## src/design/zd3_pkg.sv

```systemverilog
`default_nettype none

package zd3_pkg;

  localparam int PIX_W        = 8;
  localparam int FRAME_W_BITS = 11;
  localparam int FRAME_H_BITS = 13;
  localparam int CFG_DATA_W   = 13;
  localparam int CFG_IDX_W    = 2;

  typedef enum logic [CFG_IDX_W-1:0] {
    REG_FRAME_WIDTH     = 2'd0,
    REG_FRAME_HEIGHT    = 2'd1,
    REG_EIGHT_CONNECTED = 2'd2
  } cfg_reg_t;

  typedef enum logic {
    KIND_PIXEL = 1'b0,
    KIND_DRAIN = 1'b1
  } kind_t;

  // Which neighbors of the output pixel lie inside the frame
  typedef struct packed {
    logic top;
    logic bottom;
    logic left;
    logic right;
  } nbr_mask_t;

  typedef struct packed {
    logic [PIX_W-1:0] pixel;
    logic             last;
  } out_item_t;

endpackage

`default_nettype wire

```

## src/design/zd3_out_skid.sv

```systemverilog
`default_nettype none

module zd3_out_skid (
  input  wire logic               clk,
  input  wire logic               rst,
  input  wire logic               push,
  input  wire zd3_pkg::out_item_t push_item,
  output logic                    ready,
  output logic                    m_valid,
  input  wire logic               m_ready,
  output zd3_pkg::out_item_t      m_item
);
  import zd3_pkg::*;

  out_item_t skid_item;
  logic      out_valid;
  logic      skid_valid;
  logic      pop;

  assign pop     = out_valid && m_ready;
  assign ready   = !skid_valid;
  assign m_valid = out_valid;

  always_ff @(posedge clk) begin
    if (rst) begin
      out_valid  <= 1'b0;
      skid_valid <= 1'b0;
    end else begin
      if (pop) begin
        if (skid_valid) begin
          m_item     <= skid_item;
          skid_valid <= 1'b0;
        end else if (push) begin
          m_item <= push_item;
        end else begin
          out_valid <= 1'b0;
        end
      end else if (push) begin
        if (!out_valid) begin
          m_item    <= push_item;
          out_valid <= 1'b1;
        end else begin
          skid_item  <= push_item;
          skid_valid <= 1'b1;
        end
      end
    end
  end

`ifndef SYNTHESIS
  a_skid_behind_out: assert property (@(posedge clk) disable iff (rst)
    skid_valid |-> out_valid)
    else $error("skid holds an item while the output register is empty");

  a_no_push_when_full: assert property (@(posedge clk) disable iff (rst)
    push |-> !skid_valid)
    else $error("item pushed into a full output buffer");
`endif

endmodule

`default_nettype wire

```

## config.mk

```make
export PLATFORM = sky130hd
export DESIGN_NAME = zd3_out_skid
export DESIGN_NICKNAME = d
export VERILOG_FILES = /design/src/design/zd3_pkg.sv /design/src/design/zd3_out_skid.sv
export SDC_FILE = /design/constraint.sdc
export NUM_CORES = 1
export LEC_CHECK = 0
export BUFFER_PORTS_ARGS = -buffer_cell sky130_fd_sc_hd__buf_4
export CAP_MARGIN = 15
export CORE_MARGIN = 2
export CORE_UTILIZATION = 36
export DETAILED_ROUTE_END_ITERATION = 12
export PLACE_DENSITY = 0.68
export SYNTH_ARGS = -nofsm -noshare
export SYNTH_HDL_FRONTEND = slang
export SYNTH_SLANG_ARGS = --single-unit
```

## constraint.sdc

```tcl
create_clock -name clk -period 2.17 [get_ports clk]
set_input_delay 0.217 -clock clk [delete_from_list [all_inputs] [get_ports clk]]
set_output_delay 0.217 -clock clk [all_outputs]
set_load 0.1 [all_outputs]
```

* Yosys cells after proc, flatten, opt, wreduce, memory -nomap -nowiden
Cells that the tools add are included.
** Cells by class
- Equality and inequality tests :: 3
- Multiplexer cells :: 9
- Bitwise gates (word level) :: 2
- Reductions and logical operators :: 9
** Operator list (number)
- 2-to-1 mux 9 bit :: 5
- AND reduction 4 bit :: 2
- 2-to-1 mux 1 bit :: 4
- != test 2 bit (second input constant) :: 2
- nonzero test 2 bit :: 2
- AND reduction 3 bit :: 1
- != test 2 x 1 -> 1 bit (second input constant) :: 1
- NOT 1 bit :: 2
- AND reduction 2 bit :: 1
- OR reduction 2 bit :: 1
- logical AND 1 bit :: 1
- zero test 1 bit :: 1
** Storage, ports and cells
- Flip-flop bits (word level) :: 20
- Input bits :: 13
- Output and inout port bits :: 11
- Word-level logic and storage cells :: 29

* Longest topological paths before layout
- Depth after elaboration :: 3
- Depth in mapped cells :: 3
- Gate-level depth less buffers :: 3

* Least setup slack after synthesis
OpenSTA, ideal clock, no wires.
- Path type :: flip-flop to flip-flop
- From :: register out_valid (netlist: m_valid)
- To :: register m_item[0] (netlist name) (enable)
- Library setup time :: 387 ps
- Arrival time :: 1944 ps
- Data required time :: 1783 ps
- Setup slack :: -160 ps
- Cell stages (with the launch flop) :: 3
- Path buffers :: 0
- Period minus slack after synthesis :: 2330 ps
- Cell sequence :: dfxtp_1 > a21oi_1 > nor3_1
** Between the ends
- Longest elaborated chain between the ends :: 3
- Elaborated cells on any way between the ends :: 4
- Those cells by class :: eq/ne: 1; reduce/logical: 3
** Ends and longest elaborated chain
- start: declaration :: line zd3_out_skid.sv:16 : logic out_valid;
- start signal: assignment :: line zd3_out_skid.sv:26 : out_valid <= 1'b0;
- start signal: assignment :: line zd3_out_skid.sv:36 : out_valid <= 1'b0;
- start signal: assignment :: line zd3_out_skid.sv:41 : out_valid <= 1'b1;
- logical AND 1 bit :: line zd3_out_skid.sv:20 : assign pop = out_valid && m_ready;
- != test 2 x 1 -> 1 bit (no line) or nonzero test 2 bit (tied branches)
- AND reduction 4 bit (no line) (*)
- end signal: assignment :: line zd3_out_skid.sv:31 : m_item <= skid_item;
- end signal: assignment :: line zd3_out_skid.sv:34 : m_item <= push_item;
- end signal: assignment :: line zd3_out_skid.sv:40 : m_item <= push_item;
- end: declaration :: line zd3_out_skid.sv:11 : output zd3_pkg::out_item_t m_item
Every way passes the cells marked *; elsewhere a longest branch is shown, timed or not.
A chain may end at the register's enable or synchronous reset.

* Final worst setup path
- From :: register out_valid (netlist: m_valid)
- To :: register skid_item[3] (netlist name) (enable)
** Between the ends
- Longest elaborated chain between the ends :: 3
** Ends and longest elaborated chain
- logical AND 1 bit :: line zd3_out_skid.sv:20
- NOT 1 bit (no line)
- AND reduction 4 bit (no line) (*)
- end signal: assignment :: line zd3_out_skid.sv:43 : skid_item <= push_item;
- end: declaration :: line zd3_out_skid.sv:15 : out_item_t skid_item;
Marked as above.

==> load_flow_metrics.sql <==
INSERT INTO impl_metrics (metric_group, metric, value, unit) VALUES
('run_status', 'status', 'finished clean', ''),
('critical_path', 'biggest_fanout_along_the_worst_timing_path', '9', ''),
('synthesis', 'cell_area_after_synthesis', '756', 'um^2'),
('clock_tree', 'clk_pin_slew_worst_paths', '0.11', 'ns'),
('timing', 'unrepaired_setup_endpoints_after_global_routing', 'false', ''),
('min_path', 'hold_path_class', 'in2reg', ''),
('grt', 'groute.layer.met1.usage', '0.143', ''),
('synthesis', 'netlist_instances', '40', ''),
('timing', 'report.final.slew_viol_count', '0', ''),
('drt', 'vias_per_cell', '4.57', ''),
('floorplanning', 'fp.dieArea', '2480', 'um^2'),
('floorplanning', 'floorplan.io_pins', '24', ''),
('clock_tree', 'master_cell_of_the_clock_root_buffer', 'sky130_fd_sc_hd__clkbuf_4', ''),
('synthesis', 'post_synthesis_net_count', '53', ''),
('floorplanning', 'core_region_area', '1960', 'um^2'),
('timing', 'max_freq', '736', 'MHz'),
('layout', 'count_of_non_filler_cells_in_the_finished_layout', '95', ''),
('timing', 'timing.slew.headroom', '0.733', ''),
('layout', 'n_antenna_cell', '0', ''),
('synthesis', 'ys_types', '12', ''),
('timing', 'setup_violations', '0', ''),
('clock_tree', 'clkSinkCount', '20', ''),
('synthesis', 'post_synthesis_area_per_instance', '18.9', 'um^2'),
('power', 'power_density', '749', 'nW/um^2'),
('grt', 'busiest_layer', 'met2', ''),
('grt', 'via_count_of_the_first_global_routing_pass', '396', ''),
('synthesis', 'synth-warning-count', '0', ''),
('timing', 'layout_min_cycle_time', '1.36', 'ns'),
('layout', 'filler_cell_count', '193', ''),
('synthesis', 'postSynthRegisterBits', '20', ''),
('grt', 'grtUsageTotal', '0.108', ''),
('clock_tree', 'clk-insertion-delay-late', '0.29', 'ns'),
('layout', 'finalNetCount', '82', ''),
('grt', 'maximum_number_of_pins_on_one_net_before_global_route_repair', '12', ''),
('grt', 'overflow', '0', ''),
('power', 'static-leakage-power', '0.375', 'nW'),
('synthesis', 'synth-seq-area-share', '0.768', ''),
('grt', 'grt_first_pass_wirelength', '1.90', 'mm'),
('critical_path', 'worst_ep_arrival_time', '1.32', 'ns'),
('clock_tree', 'ctsResizeCount', '0', ''),
('clock_tree', 'tritoncts', 'yes', ''),
('floorplanning', 'initial_core_util', '0.385', ''),
('layout', 'layout_commonest_cell', 'sky130_fd_sc_hd__buf_4', ''),
('critical_path', 'setup.worst_path.class', 'reg2reg', ''),
('critical_path', 'timing.critical_path.to_type', 'flop', ''),
('clock_tree', 'cts_hold_buf', '0', ''),
('critical_path', 'crit_path_cell_trace', 'nor2b_1, and3b_1', ''),
('timing', 'fin_worst_skew', '0.000386', 'ns'),
('grt', 'met2_usage', '0.162', ''),
('critical_path', 'critPathMaxStageDelay', '0.43', 'ns'),
('grt', 'antenna_found_initial', '0', ''),
('place', 'placed_cells_incl_taps', '91', ''),
('drt', 'postRouteAntennaNets', '0', ''),
('grt', 'globalRouteMet3Util', '0.0303', ''),
('run', 'max_cap_violations', '0', ''),
('timing', 'tightestPinTransition', '0.400', 'ns'),
('critical_path', 'cp_top_family', 'simple AND/OR/NAND/NOR gates', ''),
('place', 'gp_congestion', '0.664', ''),
('clock_tree', 'max-clock-path-buffers', '2', ''),
('drt', 'vias', '434', ''),
('layout', 'layout-area-overhead-vs-synth', '32.0', '%'),
('floorplanning', 'dieHeight', '49.8', 'um'),
('drt', 'post-route-drc-count', '0', ''),
('place', 'dp.final_hpwl', '851', 'um'),
('drt', 'wl_per_cell', '12.4', 'um'),
('layout', 'final_cell_mix', 'sky130_fd_sc_hd__buf_4 (24), sky130_fd_sc_hd__edfxtp_1 (18), sky130_fd_sc_hd__mux2_2 (9), sky130_fd_sc_hd__a21oi_1 (3), sky130_fd_sc_hd__clkbuf_4 (3)', ''),
('place', 'buffer_ports.inserted', '23', ''),
('power', 'irDropWorstVdd', '0.000353', 'V'),
('clock_tree', 'cts-buffers-inserted', '3', ''),
('clock_tree', 'post-cts-setup-buffer-count', '0', ''),
('timing', 'finalHoldViolCount', '0', '');
[final cells by class]
type,count,area (um^2),share of cell area
Sequential cell,20,582,0.583
Timing Repair Buffer,24,180,0.181
Multi-Input combinational cell,19,171,0.172
Tap cell,27,33.8,0.0339
Clock buffer,3,22.5,0.0226
Clock inverter,1,3.75,0.00376
Inverter,1,3.75,0.00376
[per-stage QoR]
stage | utilization | instance area, um^2 | power, mW | hold WS (ns) | worst slack [ns]
final | 0.508 | 997 | 0.747 | 0.0832 | 0.811
after detailed placement | 0.495 | 971 | 0.580 | 0.399 | 0.810
after global placement | 0.495 | 971 | 0.578 | 0.394 | 0.871
after floorplan | - | 757 | 0.538 | 0.282 | 0.218
after global routing | 0.508 | 997 | 0.788 | 0.0660 | 0.703
after CTS | 0.508 | 997 | 0.752 | 0.0796 | 0.794
[synthesized netlist by cell type]
| master | n | area, um^2 |
|---|---|---|
| sky130_fd_sc_hd__nand2b_1 | 1 | 6.26 |
| sky130_fd_sc_hd__a211oi_1 | 1 | 7.51 |
| sky130_fd_sc_hd__inv_1 | 1 | 3.75 |
| sky130_fd_sc_hd__dfxtp_1 | 2 | 40.0 |
| sky130_fd_sc_hd__and3b_1 | 1 | 8.76 |
| sky130_fd_sc_hd__a21oi_1 | 3 | 15.0 |
| sky130_fd_sc_hd__edfxtp_1 | 18 | 541 |
| sky130_fd_sc_hd__nor3_1 | 1 | 5.00 |
| sky130_fd_sc_hd__mux2_2 | 9 | 101 |
| sky130_fd_sc_hd__nor2b_1 | 1 | 6.26 |
| sky130_fd_sc_hd__nand3_4 | 1 | 17.5 |
| sky130_fd_sc_hd__nor2_1 | 1 | 3.75 |
[flip-flops by register name, indices dropped and copies added, names as in the netlist]
register	count
m_item	9
skid_item	9
m_valid	1
skid_valid	1
[cell families (layout without fill, tap and decap cells)]
kind of cell | after synthesis | count (layout) | synth area share
buf+inv | 1 | 29 | 0.00496
flops | 20 | 20 | 0.768
compound gates | 4 | 4 | 0.0298
simple gates | 6 | 6 | 0.0629
mux | 9 | 9 | 0.134
[layer usage]
metal,part of all wire,wire (um),vias up
met2,0.46,538,17
met5,0,0,-
met1,0.46,542,206
li1,-,-,211
met3,0.080,94,0
met4,0,0,0
[worst paths after layout]
path / from / endpoint / slack (ns) / cells after the start
worst max-delay path: m_valid / skid_item[3] / 0.81 / 2
worst min-delay path: rst / m_valid / 0.08 / 2
worst max register to register: m_valid / skid_item[3] / 0.81 / 2
worst min register to register: m_valid / skid_valid / 0.54 / 1
[where the power goes]
| group | switching (mW) | internal (mW) | total (mW) |
|---|---|---|---|
| registers | 0.00663 | 0.434 | 0.441 |
| logic | 0.0915 | 0.0381 | 0.130 |
| clock network | 0.110 | 0.0668 | 0.177 |
| total | 0.208 | 0.539 | 0.747 |
Note: power is estimated with default switching activity, not from simulation.
