<file path="config.mk">
export PLATFORM = sky130hd
export DESIGN_NAME = zd3_window
export DESIGN_NICKNAME = d
export VERILOG_FILES = /design/src/design/zd3_pkg.sv /design/src/design/zd3_window.sv
export SDC_FILE = /design/constraint.sdc
export NUM_CORES = 1
export LEC_CHECK = 0
export BUFFER_PORTS_ARGS = -buffer_cell sky130_fd_sc_hd__buf_2
export CAP_MARGIN = 10
export CELL_PAD_IN_SITES_DETAIL_PLACEMENT = 1
export CELL_PAD_IN_SITES_GLOBAL_PLACEMENT = 1
export CORE_MARGIN = 2
export CORE_UTILIZATION = 39
export DETAILED_ROUTE_END_ITERATION = 8
export GPL_ROUTABILITY_DRIVEN = 0
export PLACE_DENSITY_LB_ADDON = 0.1
export SLEW_MARGIN = 20
export SYNTH_ARGS = -nofsm -noshare
export SYNTH_HDL_FRONTEND = slang
export SYNTH_SLANG_ARGS = --single-unit
</file>
<file path="constraint.sdc">
create_clock -name clk -period 1.54 [get_ports clk]
set_clock_uncertainty 0.1 [all_clocks]
set_input_delay 0.154 -clock clk [delete_from_list [all_inputs] [get_ports clk]]
set_output_delay 0.154 -clock clk [all_outputs]
set_load 0.02 [all_outputs]
</file>
<file path="src/design/zd3_pkg.sv">
`default_nettype none

package zd3_pkg;

  localparam int PIX_W        = 8;
  localparam int FRAME_W_BITS = 11;
  localparam int FRAME_H_BITS = 13;
  localparam int CFG_DATA_W   = 13;
  localparam int CFG_IDX_W    = 2;

  typedef enum logic [CFG_IDX_W-1:0] {
    REG_FRAME_WIDTH     = 2'd0,
    REG_FRAME_HEIGHT    = 2'd1,
    REG_EIGHT_CONNECTED = 2'd2
  } cfg_reg_t;

  typedef enum logic {
    KIND_PIXEL = 1'b0,
    KIND_DRAIN = 1'b1
  } kind_t;

  // Which neighbors of the output pixel lie inside the frame
  typedef struct packed {
    logic top;
    logic bottom;
    logic left;
    logic right;
  } nbr_mask_t;

  typedef struct packed {
    logic [PIX_W-1:0] pixel;
    logic             last;
  } out_item_t;

endpackage

`default_nettype wire

</file>
<file path="src/design/zd3_window.sv">
`default_nettype none

module zd3_window (
  input  wire logic                     clk,
  input  wire logic                     shift,
  input  wire logic                     top_zero,
  input  wire logic [zd3_pkg::PIX_W-1:0] mid_pix,
  input  wire logic                     bot_zero,
  input  wire logic                     eight_connected,
  input  wire zd3_pkg::nbr_mask_t       nbr,
  output logic      [zd3_pkg::PIX_W-1:0] result_pix
);
  import zd3_pkg::*;

  // Top and bottom rows only matter as zero flags; the middle row keeps values
  logic             tz   [3];
  logic             bz   [3];
  logic [PIX_W-1:0] mid  [3];
  logic             tz_next  [3];
  logic             bz_next  [3];
  logic [PIX_W-1:0] mid_next [3];
  logic             zero;
  logic             diag;

  always_comb begin
    tz_next[0]  = tz[1];
    tz_next[1]  = tz[2];
    tz_next[2]  = top_zero;
    bz_next[0]  = bz[1];
    bz_next[1]  = bz[2];
    bz_next[2]  = bot_zero;
    mid_next[0] = mid[1];
    mid_next[1] = mid[2];
    mid_next[2] = mid_pix;
  end

  always_ff @(posedge clk) begin
    if (shift) begin
      tz  <= tz_next;
      bz  <= bz_next;
      mid <= mid_next;
    end
  end

  always_comb begin
    diag = (nbr.top && nbr.left && tz_next[0]) || (nbr.top && nbr.right && tz_next[2]) ||
           (nbr.bottom && nbr.left && bz_next[0]) || (nbr.bottom && nbr.right && bz_next[2]);
    zero = (mid_next[1] == '0) ||
           (nbr.top && tz_next[1]) || (nbr.bottom && bz_next[1]) ||
           (nbr.left && (mid_next[0] == '0)) || (nbr.right && (mid_next[2] == '0)) ||
           (eight_connected && diag);
    result_pix = zero ? '0 : mid_next[1];
  end

endmodule

`default_nettype wire

</file>
### After elaboration in Yosys (flattened, before gate mapping)

Cells that the tools add are included.

* output and inout bits: 8
* bits in registers: 20
* bits of input ports: 17

* reductions and logical operators: 24
* muxes and demuxes: 1

Operators with widths (count)
* 8-bit zero test: 3
* 1-bit logical AND: 13
* 1-bit logical OR: 8
* 8-bit 2-to-1 mux: 1

### Longest topological paths before layout

Gate-level depths: netlist (run 1).

* depth in word-level cells: 8
* depth in mapped cells: 4
* gate-level depth less buffers: 3

### Worst setup path after synthesis (run 1)

OpenSTA, ideal clock, no wires.

* path type: register -> output
* start: register bz[1] (netlist bit)
* end: output port result_pix[0] (netlist bit)
* cell stages (with the launch flop): 4
* path slack: -147 ps
* data required time: 1286 ps
* buffers on the path: 0
* arrival: 1433 ps
* cells stage by stage: edfxtp_1 a22oi_2 o22ai_2 nor4_1

* longest elaborated chain between the ends: 6

RTL lines
* start, declared: RTL line zd3_window.sv:17 `logic bz [3];`
* start signal, assigned: RTL line zd3_window.sv:40 `bz <= bz_next;`
* 1-bit logical AND: RTL line zd3_window.sv:47 `(nbr.bottom && nbr.left && bz_next[0]) || (nbr.bottom && nbr.right && bz_next[2]);`
* 1-bit logical OR: RTL line zd3_window.sv:46 `diag = (nbr.top && nbr.left && tz_next[0]) || (nbr.top && nbr.right && tz_next[2]) ||`
* 1-bit logical OR: RTL line zd3_window.sv:47
* 1-bit logical AND: RTL line zd3_window.sv:51 `(eight_connected && diag);`
* 1-bit logical OR: RTL line zd3_window.sv:50 `(nbr.left && (mid_next[0] == '0)) || (nbr.right && (mid_next[2] == '0)) ||`
* 8-bit 2-to-1 mux: RTL line zd3_window.sv:52 `result_pix = zero ? '0 : mid_next[1];`
* end, declared: RTL line zd3_window.sv:11 `output logic [zd3_pkg::PIX_W-1:0] result_pix`

No other way between the ends.

### Worst setup path in the final report (run 1)

* start: register mid[15] (netlist bit)
* end: output port result_pix[4] (netlist bit)

* longest elaborated chain between the ends: 6

RTL lines
* start, declared: RTL line zd3_window.sv:18 `logic [PIX_W-1:0] mid [3];`
* start signal, assigned: RTL line zd3_window.sv:41 `mid <= mid_next;`
* 8-bit zero test: RTL line zd3_window.sv:50
* 1-bit logical AND: RTL line zd3_window.sv:50
* 1-bit logical OR: RTL line zd3_window.sv:49 `(nbr.top && tz_next[1]) || (nbr.bottom && bz_next[1]) ||`
* 1-bit logical OR (2 in a row): RTL line zd3_window.sv:50
* 8-bit 2-to-1 mux: RTL line zd3_window.sv:52

No other way between the ends.

==> run metrics, run 1 <==
status=finished, violations left; violated checks=setup timing; Post-Syn Instances=50; die height=approximately 50 um; Synth warnings=0; largest net degree at the start of global routing=21; # port buffers=24; count of max-cap constraint violations=0; Critical Path Source Type=flip-flop; WL/cell=15.5 um; final core occ=~60%; R2R Path Start=mid[7]$_DFFE_PP_; Core Region=1940 um2; share of cells above drive strength 1=approximately half; Crit Path Class=reg2out; reg2reg path depth=0; Slew headroom=between 60% and 70%; Worst setup EP type=primary output; fin. max-slew vios=0; gr ovfl total=0; worst r2r dst=mid[15]$_DFFE_PP_; vias in the first global route=approximately 650; Starting Density=approximately 40%; Pleak=around 0.44 nW; clock tree root driver cell=clkbuf_4; CP max stage cell=and4b_2; later-pin clock latency in the skew report=0.29 ns; Arr. time, crit path=1.58 ns; Worst Hold End=mid[5]$_DFFE_PP_; Seq cells post-synth=20; Final setup viols=8; Area growth syn-to-layout=44.8%; syn nets=67; worst hold slack=about 0.23 ns; initial antenna violation count=0; worst-case vdd ir drop=0.565 mV; sequential area share after synthesis=75.1%; Routed WL=1.79 mm; die area=2430 um2; TritonRoute pass-1 iters=4; Distinct cells, synth=9; clk slew on worst S/H paths=0.10 ns; number of nets in the layout=107; power per cell area=944 nW/um2; CP bufs+invs=1; IO Count=25; DRC=0; cell family with most CP delay=simple AND/OR/NAND/NOR gates; CTS tree=yes; Slew @ Worst Pin=0.459 ns; ant diodes=0; CP Cell Sequence=nor4_1 -> and4b_2 -> nor4_2 -> buf_4; Clock Sink Count=20; register area=between 600 and 700 um2; period utilization=119%; detailed-route via count=587; die width=slightly below 50 um; initial drt markers=5; crit path max fanout=8; setup ws final=-0.297 ns; clk buf depth=2; number of placement rows=16; drt via density=5.10; Multi-input gate area=roughly 240 um2; Total GRT Usage=16.7%; crit path time final=1.84 ns; Max Fclk=544 MHz; cell area after synthesis=800 um2; CTS buffer count=3; unrepaired setup endpoints after global routing=yes; flop-to-flop setup slack=0.75 ns; H-Tree Depth=1; hold crit path type=in2reg; Antenna Nets Post-Route=0; Largest stage delay, worst path=0.42 ns; # fillers=between 200 and 250; first-pass GRT wire length=2.99 mm; required time of the critical path=around 1.3 ns; HP Start=shift; Avg Cell Area, Syn=between 15 and 20 um2; Hold Crit Depth=1; Fin. Hold Viols=0
==> cell families (layout without fill, tap and decap cells) <==
kind of cell	after synthesis	in the layout	synth area share, %
flip-flops	20	20	75.1
AO/OA/AOI/OAI	4	4	6.26
AND/OR/NAND/NOR	24	24	16.3
buffers and inverters	2	40	2.35
==> worst max path at each step <==
stage / from / end / slack (ns) / cells after the start
global placement: tz[1]$_DFFE_PP_ / result_pix[7] / 0.01 / 4
finish: mid[15]$_DFFE_PP_ / result_pix[4] / -0.30 / 4
detailed placement: bz[1]$_DFFE_PP_ / result_pix[0] / -0.01 / 4
global route: mid[13]$_DFFE_PP_ / result_pix[6] / -0.42 / 4
CTS: tz[0]$_DFFE_PP_ / result_pix[7] / -0.31 / 5
floorplan: bz[1]$_DFFE_PP_ / result_pix[0] / -0.15 / 3
==> report_power, final <==
| part | leakage [nW] | internal (mW) | total [mW] | switching [mW] |
|---|---|---|---|---|
| combinational | 0.231 | 0.0903 | 0.189 | 0.0992 |
| sequential | 0.196 | 0.646 | 0.664 | 0.0178 |
| clock | 0.0138 | 0.0909 | 0.239 | 0.148 |
==> routing by layer <==
layer | part of all wire, % | wire [um] | GRT usage, %
met1 | 42 | 751 | 19.6
met2 | 54 | 959 | 30.0
met3 | 4.3 | 76 | 2.45
met4 | 0 | 0 | 7.14
met5 | 0 | 0 | 0
==> synth_stat cells, drive strengths merged <==
master	n	share of area (%)
nor3	2	1.3
nand2	10	4.7
nor4	10	7.8
and4b	2	2.5
o22ai	1	1.6
a22oi	3	4.7
edfxtp	20	75
buf	2	2.3
==> timing repair <==
action	4_1_cts	5_1_grt
pin swaps	8	0
hold buffers	10	0
hold endpoints to repair	10	0
resized for setup	10	7
buffers inserted	2	0
setup endpoints to repair	8	8
==> placed cells by master, fill, tap and decap left out <==
master and instances:
a22oi_2 3, and4b_1 1, and4b_2 1, buf_2 20, buf_4 6, buf_6 1
clkbuf_4 3, dlygate4sd3_1 10, edfxtp_1 20, nand2_1 8, nand2_2 2, nor3_1 2
nor4_1 2, nor4_2 8, o22ai_4 1
==> sequential cells by signal (all words and copies together), names as in the netlist <==
signal and flops:
mid 16, bz 2, tz 2
==> layout make-up <==
| cell class | count | share of cell area [%] |
|---|---|---|
| Multi-Input combinational cell | 28 | 21.1 |
| Sequential cell | 20 | 51.9 |
| Timing Repair Buffer | 37 | 22.2 |
| Clock buffer | 3 | 1.95 |
| Tap cell | 27 | 2.92 |
==> metrics by stage <==
stage	power [mW]	cells	instance area, um2	setup TNS, ns	worst slack, ns
6_report	1.09	115	1160	-2.34	-0.297
5_1_grt	1.15	115	1160	-3.28	-0.419
4_1_cts	1.09	115	1120	-2.40	-0.307
3_5_place_dp	0.811	100	942	-0.0224	-0.0138
3_3_place_gp	0.805	100	942	0	0.0145
2_1_floorplan	0.735	50	800	-1.17	-0.147
No activity file was read; power rests on OpenSTA's default activity.
==> run 2: changes to the inputs <==
Settings changed: CORE_UTILIZATION 39 to 30.
==> run 2 against run 1 <==
Compared with the run above:
- the run still ends with setup timing left
- critical path depth did not move
- largest cell class unchanged
- sequential power increased by 0.6%
- clock power grew 4%
- non-clock buffer count is 2 higher
- first-iteration DRC count fell by 80%
- flip-flop and latch count unchanged
- critical endpoint is now result_pix[6]
- register-to-register slack got worse by 0.22 ns
- hold slack got worse by 0.013 ns
==> run metrics, run 2 (synthesized netlist as in run 1, its figures left out) <==
status=finished, violations left; violated checks=setup timing; max reg flops=16; most common cell after layout, fill and taps aside=edfxtp_1; count of max-cap constraint violations=0; share of cells above drive strength 1=51.6%; Area growth syn-to-layout=49.9%; period utilization=124%; final instance area=1200 um2; Biggest register=mid; Largest stage delay, worst path=0.41 ns; final total power=1.12 mW; required time of the critical path=approximately 1.3 ns; Total GRT Usage=between 10% and 20%; CTS buffer count=3; Layout Cells excl Fill=121; Routed WL=between 1.5 and 2 mm; fin. max-slew vios=0; number of placement rows=18; dpl hpwl=roughly 1.3 mm; crit path time final=1.91 ns; Inst Count DP=roughly 100; biggest regs=mid x16, bz x2, tz x2; unrepaired setup endpoints after global routing=yes; Starting Density=32.0%; CP bufs+invs=1; TritonRoute pass-1 iters=2; power per cell area=933 nW/um2; Antenna Nets Post-Route=0; drt via density=4.88; number of nets in the layout=109; Arr. time, crit path=approximately 1.7 ns; largest net degree at the start of global routing=21; die width=55.6 um; die height=55.6 um; IO Count=25; Max Fclk=523 MHz; WL/cell=16.0 um; die area=3090 um2; Final setup viols=8; clk slew on worst S/H paths=0.11 ns; Pleak=0.449 nW; clk buf depth=2; vias in the first global route=598; Critical Path Source Type=flip-flop; detailed-route via count=590; Core Region=2500 um2; gr ovfl total=0; ant diodes=0; setup ws final=-0.373 ns; initial drt markers=1; Slew @ Worst Pin=between 0.5 and 0.6 ns; Slew headroom=between 60% and 70%; Cell Area, Placed=953 um2; CP Cell Sequence=nor4_2 -> and4b_4 -> nor4_2 -> buf_4; most frequent cells in the layout=edfxtp_1 (20), buf_2 (19), dlygate4sd3_1 (10); clock tree root driver cell=clkbuf_4; CP max stage cell=edfxtp_1; Fin. Hold Viols=0; Crit Path Class=reg2out; final core occ=47.9%; initial antenna violation count=0; Clock Sink Count=20; cell family with most CP delay=simple AND/OR/NAND/NOR gates; Worst setup EP type=primary output; first-pass GRT wire length=2.98 mm; most frequent CP cell=nor4_2; DRC=0; H-Tree Depth=1; hold crit path type=in2reg; CTS tree=yes; later-pin clock latency in the skew report=0.30 ns; # port buffers=24; crit path max fanout=8; worst-case vdd ir drop=approximately 0.57 mV
-- run 2: changes by cell type in the layout (fill, tap and decap cells not counted) --
cell / delta
nand2_2: +1
nand2_1: -1
nor4_4: +2
nor4_2: -3
buf_4: +3
and4b_2: -1
and4b_4: +1
buf_2: -1
nor4_1: +1
clkinv_1: +1
-- run 2: repair_timing --
item	CTS	global route
setup buffers	2	1
hold endpoints to repair	10	0
resized for setup	14	7
pin swaps	11	5
endpoints found under the setup margin	8	8
hold buffers	10	0
-- run 2: area by class of cell --
cell class                 instances  area (um2)
clock inverter                     1        3.75
tap                               30        37.5
clock buffer                       3        22.5
multi-input combinational         28         260
sequential                        20         601
timing repair buffer              39         274
fill                             266        1300
-- run 2: per-stage QoR --
stage          setup WS (ns)  hold WS [ns]  TNS, ns
5_1_grt               -0.455         0.225    -3.57
3_5_place_dp         -0.0849         0.244   -0.397
6_report              -0.373         0.217    -2.91
2_1_floorplan         -0.147         0.153    -1.17
3_3_place_gp         -0.0699         0.241   -0.302
4_1_cts               -0.377         0.218    -2.87
-- run 2: layer usage --
layer	track usage [%]	share of wire [%]	vias to the layer above
met5	0	0	-
met4	6.27	1.6	0
met3	2.56	3.7	4
met2	22.6	54	15
met1	14.6	40	284
li1	-	-	287
-- run 2: power breakdown --
group	switching, mW	leakage, nW	internal, mW
sequential	0.0219	0.196	0.646
combinational	0.102	0.237	0.100
clock	0.153	0.0154	0.0945
-- run 2: worst paths after layout --
kind,cells past startpoint,slack (ns),startpoint,end
hold / removal,1,0.22,shift,mid[7]$_DFFE_PP_
setup / recovery,4,-0.37,mid[15]$_DFFE_PP_,result_pix[6]
setup reg to reg,2,0.53,tz[0]$_DFFE_PP_,tz[1]$_DFFE_PP_
hold reg to reg,0,0.37,mid[0]$_DFFE_PP_,mid[8]$_DFFE_PP_
